**src/rtl/core/est_pkg.sv**
```systemverilog
// Shared types for the exchange sort core: controller states and cell control.
package est_pkg;

    localparam int unsigned KEY_W = 32;

    typedef enum logic {
        ST_LOAD,
        ST_EMIT
    } t_state;

    typedef struct packed {
        logic               load;
        logic               drain;
        logic [KEY_W-1:0]   key;
    } t_cell_ctl;

endpackage

```
**src/rtl/core/est_cell.sv**
```systemverilog
// One sorting cell: holds a key, inserts by shifting right, drains by shifting left.
module est_cell
    import est_pkg::*;
(
    input  logic                i_clk,
    input  logic                i_rst_n,
    input  t_cell_ctl           i_ctl,
    input  logic [KEY_W-1:0]    i_left_key,
    input  logic                i_left_valid,
    input  logic                i_left_above,
    input  logic [KEY_W-1:0]    i_right_key,
    input  logic                i_right_valid,
    output logic [KEY_W-1:0]    o_key,
    output logic                o_valid,
    output logic                o_above
);

    logic [KEY_W-1:0]   r_key;
    logic               r_valid;
    logic [KEY_W-1:0]   n_key;
    logic               n_valid;

    assign o_above = !r_valid || ($signed(r_key) > $signed(i_ctl.key));
    assign o_key   = r_key;
    assign o_valid = r_valid;

    always_comb begin
        n_key   = r_key;
        n_valid = r_valid;
        if (i_ctl.drain) begin
            n_key   = i_right_key;
            n_valid = i_right_valid;
        end else if (i_ctl.load && o_above) begin
            if (i_left_above) begin
                n_key   = i_left_key;
                n_valid = i_left_valid;
            end else begin
                n_key   = i_ctl.key;
                n_valid = 1'b1;
            end
        end
    end

    always_ff @(posedge i_clk) begin
        if (!i_rst_n) begin
            r_valid <= 1'b0;
        end else begin
            r_valid <= n_valid;
        end
        r_key <= n_key;
    end

endmodule

```
**config.mk**
```make
export PLATFORM = sky130hd
export DESIGN_NAME = est_cell
export DESIGN_NICKNAME = d
export VERILOG_FILES = /design/src/rtl/core/est_pkg.sv /design/src/rtl/core/est_cell.sv
export SDC_FILE = /design/constraint.sdc
export NUM_CORES = 1
export LEC_CHECK = 0
export BUFFER_PORTS_ARGS = -buffer_cell sky130_fd_sc_hd__buf_2
export CORE_MARGIN = 8
export CORE_UTILIZATION = 49
export CTS_CLUSTER_SIZE = 10
export DETAILED_ROUTE_END_ITERATION = 12
export MAX_ROUTING_LAYER = met4
export PLACE_DENSITY = 0.87
export SLEW_MARGIN = 20
export SYNTH_ARGS = -nofsm -noshare
export SYNTH_HDL_FRONTEND = slang
export SYNTH_SLANG_ARGS = --single-unit
```
**constraint.sdc**
```tcl
create_clock -name i_clk -period 9.25 [get_ports i_clk]
set_input_delay 0.4625 -clock i_clk [delete_from_list [all_inputs] [get_ports i_clk]]
set_output_delay 0.4625 -clock i_clk [all_outputs]
set_load 0.03 [all_outputs]
```
======== Word-level counts from Yosys, hierarchy flattened ========
Cells that the tools add are included.
cells by class
  muxes and demuxes ....................... 6
  reduce and logical (&&, ||, !) cells .... 4
  $lt $le $gt $ge ......................... 1
operator list
  cell                 number
  two-way mux 32 bit   3
  > comparator 32 bit  1
  two-way mux 1 bit    3
  nonzero test 2 bit   1
  logical AND 1 bit    1
  zero test 1 bit      1
  logical OR 1 bit     1
word-level totals
  output and inout port bits .............. 34
  bits of input ports ..................... 103
  register bits after elaboration ......... 33

======== Logic depth before layout (Yosys ltp) ========
  word-level depth ........................ 5
  gate-level depth with buffers ........... 8
  depth with buffers taken out ............ 8

======== Least setup slack after synthesis ========
Ideal clock, no wire load.
  kind .................................... register -> register
  start point ............................. register r_key[14] (netlist: o_key[14])
  end point ............................... register r_key[0] (netlist: o_key[0]), enable pin
  arrival time ............................ 3.936 ns
  cell stages (with the launch flop) ...... 7
  buffers on the path ..................... 0
  setup slack ............................. 4.849 ns
  setup time .............................. 0.466 ns
  cell sequence ........................... edfxtp_1 > ha_1 > nand4_1 > a2111oi_0 > o31a_1 > a211oi_2 > o21ai_0
between the ends
  longest elaborated chain between the ends .. 4
RTL lines
  element                              line            source
  start, declared                      est_cell.sv:18  logic [KEY_W-1:0] r_key;
  start signal, assigned               est_cell.sv:50  r_key <= n_key;
  > comparator 32 bit                  est_cell.sv:23  assign o_above = !r_valid || ($signed(r_key) > $signed(i_ctl.key));
  logical OR 1 bit                     est_cell.sv:23
  logical AND 1 bit                    est_cell.sv:33  end else if (i_ctl.load && o_above) begin
  nonzero test 2 bit (no source line)  --
No other way between the ends.
A chain may end at the register's enable or synchronous reset.

======== Worst setup path in the final report ========
  start point ............................. register r_key[7] (netlist: o_key[7])
  end point ............................... output port o_above
between the ends
  longest elaborated chain between the ends .. 2
RTL lines
  element              line            source
  > comparator 32 bit  est_cell.sv:23
  logical OR 1 bit     est_cell.sv:23
  end, declared        est_cell.sv:15  output logic o_above
No other way between the ends.

==> flow_summary.ini <==
[status]
status = finished clean

[logic_synthesis]
synth_top_family_by_area = adder cells
synth_top_area_cell = edfxtp_1
ys_ff_latch = 33
synth_top_cells_by_count = 40 x nand2_1, 37 x inv_1, 37 x o21ai_0
synth_cell_types = 29
syn_area_um2 = 2510
synth_compound_area_frac = 0.149
ys_seq_area_frac = 0.391
synthCells = 266
muxShareOfSynthArea = 0.128
synth-simple-area-share = 0.100
synthAdderAreaFrac = 0.160
yosys_most_used_dff = edfxtp_1
synth_top_area_frac = 0.383
synth_edf_count = 32
synth-xor-area-share = 0
synth.most_common_cell = nand2_1
yosysWarnings = 0
syn_area_per_cell_um2 = 9.44
ys_async_sr_fraction = 0
synth_area_leaders = edfxtp_1 38%, ha_1 16%, mux2i_1 13%
syn_nets = 401

[layout]
final_util = 0.668
multi_input_area_um2 = 1360
nets = 533
finalNonFillerCells = 469
n_fill_cell = 432
finalInstanceArea_um2 = 3350
num_antenna_cells = 0
syn2layout_area_growth_pct = 33.3
area.sequential_um2 = 981
drive_above_1_share = 0.371

[clock_tree]
htreeDepth = 2
cts_setup_buffers = 0
clockBufferDepth = 2
cts_root_buffer = clkbuf_8
ctsResizeCount = 0
cts_sinks = 33
hold_buffers = 0
worstSkewPairLatency_ns = 0.28
cts_tree = yes
cts_buffers = 5
clk_pin_slew_ns = 0.07

[worst_setup_path]
crit_fanout = 3
crit_path_max_incr_delay_ns = 0.41
critPathCaptureType = primary output
cp.required_ns = 8.79
worst_ep_arrival_time_ns = 2.60
crit_type = reg -> out
cp-start-kind = register
cp_slowest_cell = edfxtp_1
r2r_start = o_key[1]$_DFFE_PP_
reg2reg_to = o_key[8]$_DFFE_PP_
crit_path_cell_trace = ha_1, a21oi_1, o21ai_1, a221o_1, o31a_1, a211oi_2, o21ai_0, buf_2
reg2reg_depth = 7
r2r_slack_ns = 6.40

[detailed_routing]
via_count = 2415
firstDrtPassIters = 6
drt_wl_total_um = 7130
viasPerCell = 5.15
routedWlPerCell_um = 15.2
drtIter0Drc = 121
antenna_left = 0
drc_errors = 0

[timing]
finalMaxSlewViolations = 0
setup_slack_ns = 6.19
skew_ns = 0.00493
slew_headroom = 0.303
hold_viol = 0
rsz0062_at_grt = no
period_share = 0.331
worst_pin_slew_ns = 1.04
setup_viol = 0
post-route-min-period_ns = 3.06
fmax_ghz = 0.326
fin_tns_setup_ns = 0

[grt]
grt_pass1_vias = 2522
grt_max_degree = 69
grt-ovfl-total = 0
grt_pass1_wl_um = 11200
grt_usage = 0.190
antenna_found_initial = 0

[worst_hold_path]
hold_path.class = in -> reg
min_from = i_rst_n
hold_depth = 2
worstHoldEndpoint = o_valid$_SDFFE_PN0P_

[floorplanning]
fp.coreArea_um2 = 5010
dieWidth_um = 87.6
start_util = 0.501
die_h_um = 87.6
die_area_um2 = 7670
row_count = 26
ios = 137

[placed_design]
gp_congestion = 0.797
dp_worst_setup_slack_ns = 6.20
hpwl_um = 5770
post-place-cells = 461
portBuffers = 136
placedInstanceArea_um2 = 3240

[run]
drv_cap = 0

[power_and_ir_drop]
p_leak_nw = 1.79
vdd_drop_max_v = 0.0000881
powerDensity_nw_per_um2 = 147
==> state kept, by name (all words and copies together) (netlist names) <==
| signal | flops |
|---|---|
| o_key | 32 |
| o_valid | 1 |
==> worst max-delay path, delay by kind of cell (launching register included) <==
family          cells  cell delay [ns]
flops               1             0.41
buf+inv             1             0.20
compound gates      6             1.37
fa+ha+maj           1             0.34
==> power by group <==
part	total (mW)	internal, mW	switching [mW]
Clock	0.121	0.0673	0.0537
Sequential	0.199	0.189	0.0105
Combinational	0.170	0.0644	0.106
==> area by class of cell <==
cell class | count | share of cell area
multi-input cells | 185 | 0.405
flip-flops and latches | 33 | 0.293
repair buffers | 136 | 0.203
inverters | 37 | 0.0415
clock buffers | 7 | 0.0288
well taps | 70 | 0.0262
clock inverters | 1 | 0.00150
==> routing by layer <==
metal,up-vias,global-route usage,part of all wire
li1,1220,-,-
met1,1110,0.191,0.39
met2,83,0.351,0.54
met3,2,0.0507,0.065
met4,0,0.0500,0.0056
met5,-,-,0
==> cell usage in the layout, fill, tap and decap left out, drive strengths merged <==
master,synthesis,layout
clkbuf,8,7
ha,32,32
o21a,1,1
o21ai,38,38
nor2,2,2
o221a,1,1
a211oi,1,1
mux2i,32,32
a21o,2,2
o32ai,1,1
o311a,1,1
nor3,2,2
nor2b,1,1
clkinv,0,1
inv,37,37
dfxtp,1,1
a221oi,1,1
nand2,40,40
nand3,4,4
buf,3,136
a2111oi,1,1
o211ai,1,1
a221o,1,1
nand4,5,5
and4,3,3
o31a,1,1
a21oi,14,14
edfxtp,32,32
==> per-stage QoR <==
stage                     hold slack, ns  total power, mW
after global routing               0.409            0.520
after CTS                          0.415            0.495
after floorplan                    0.594            0.310
after global placement             0.604            0.366
final                              0.427            0.491
after detailed placement           0.644            0.373
==> cell families after synthesis <==
| logic type | Yosys count |
|---|---|
| adder cells (fa/ha/maj) | 32 |
| multiplexers | 32 |
| buffers and inverters | 48 |
| AND/OR/NAND/NOR | 57 |
| flip-flops | 33 |
| AO/OA/AOI/OAI | 64 |
==> how the worst max path moves through the flow <==
stage | from | end | cells past startpoint
2_1_floorplan | o_key[14]$_DFFE_PP_ | o_key[0]$_DFFE_PP_ | 6
3_3_place_gp | i_ctl[14] | o_key[13]$_DFFE_PP_ | 8
3_5_place_dp | i_ctl[1] | o_key[7]$_DFFE_PP_ | 9
4_1_cts | o_key[7]$_DFFE_PP_ | o_above | 8
5_1_grt | o_key[7]$_DFFE_PP_ | o_above | 8
6_report | o_key[7]$_DFFE_PP_ | o_above | 8
Note: power is estimated with default switching activity, not from simulation.
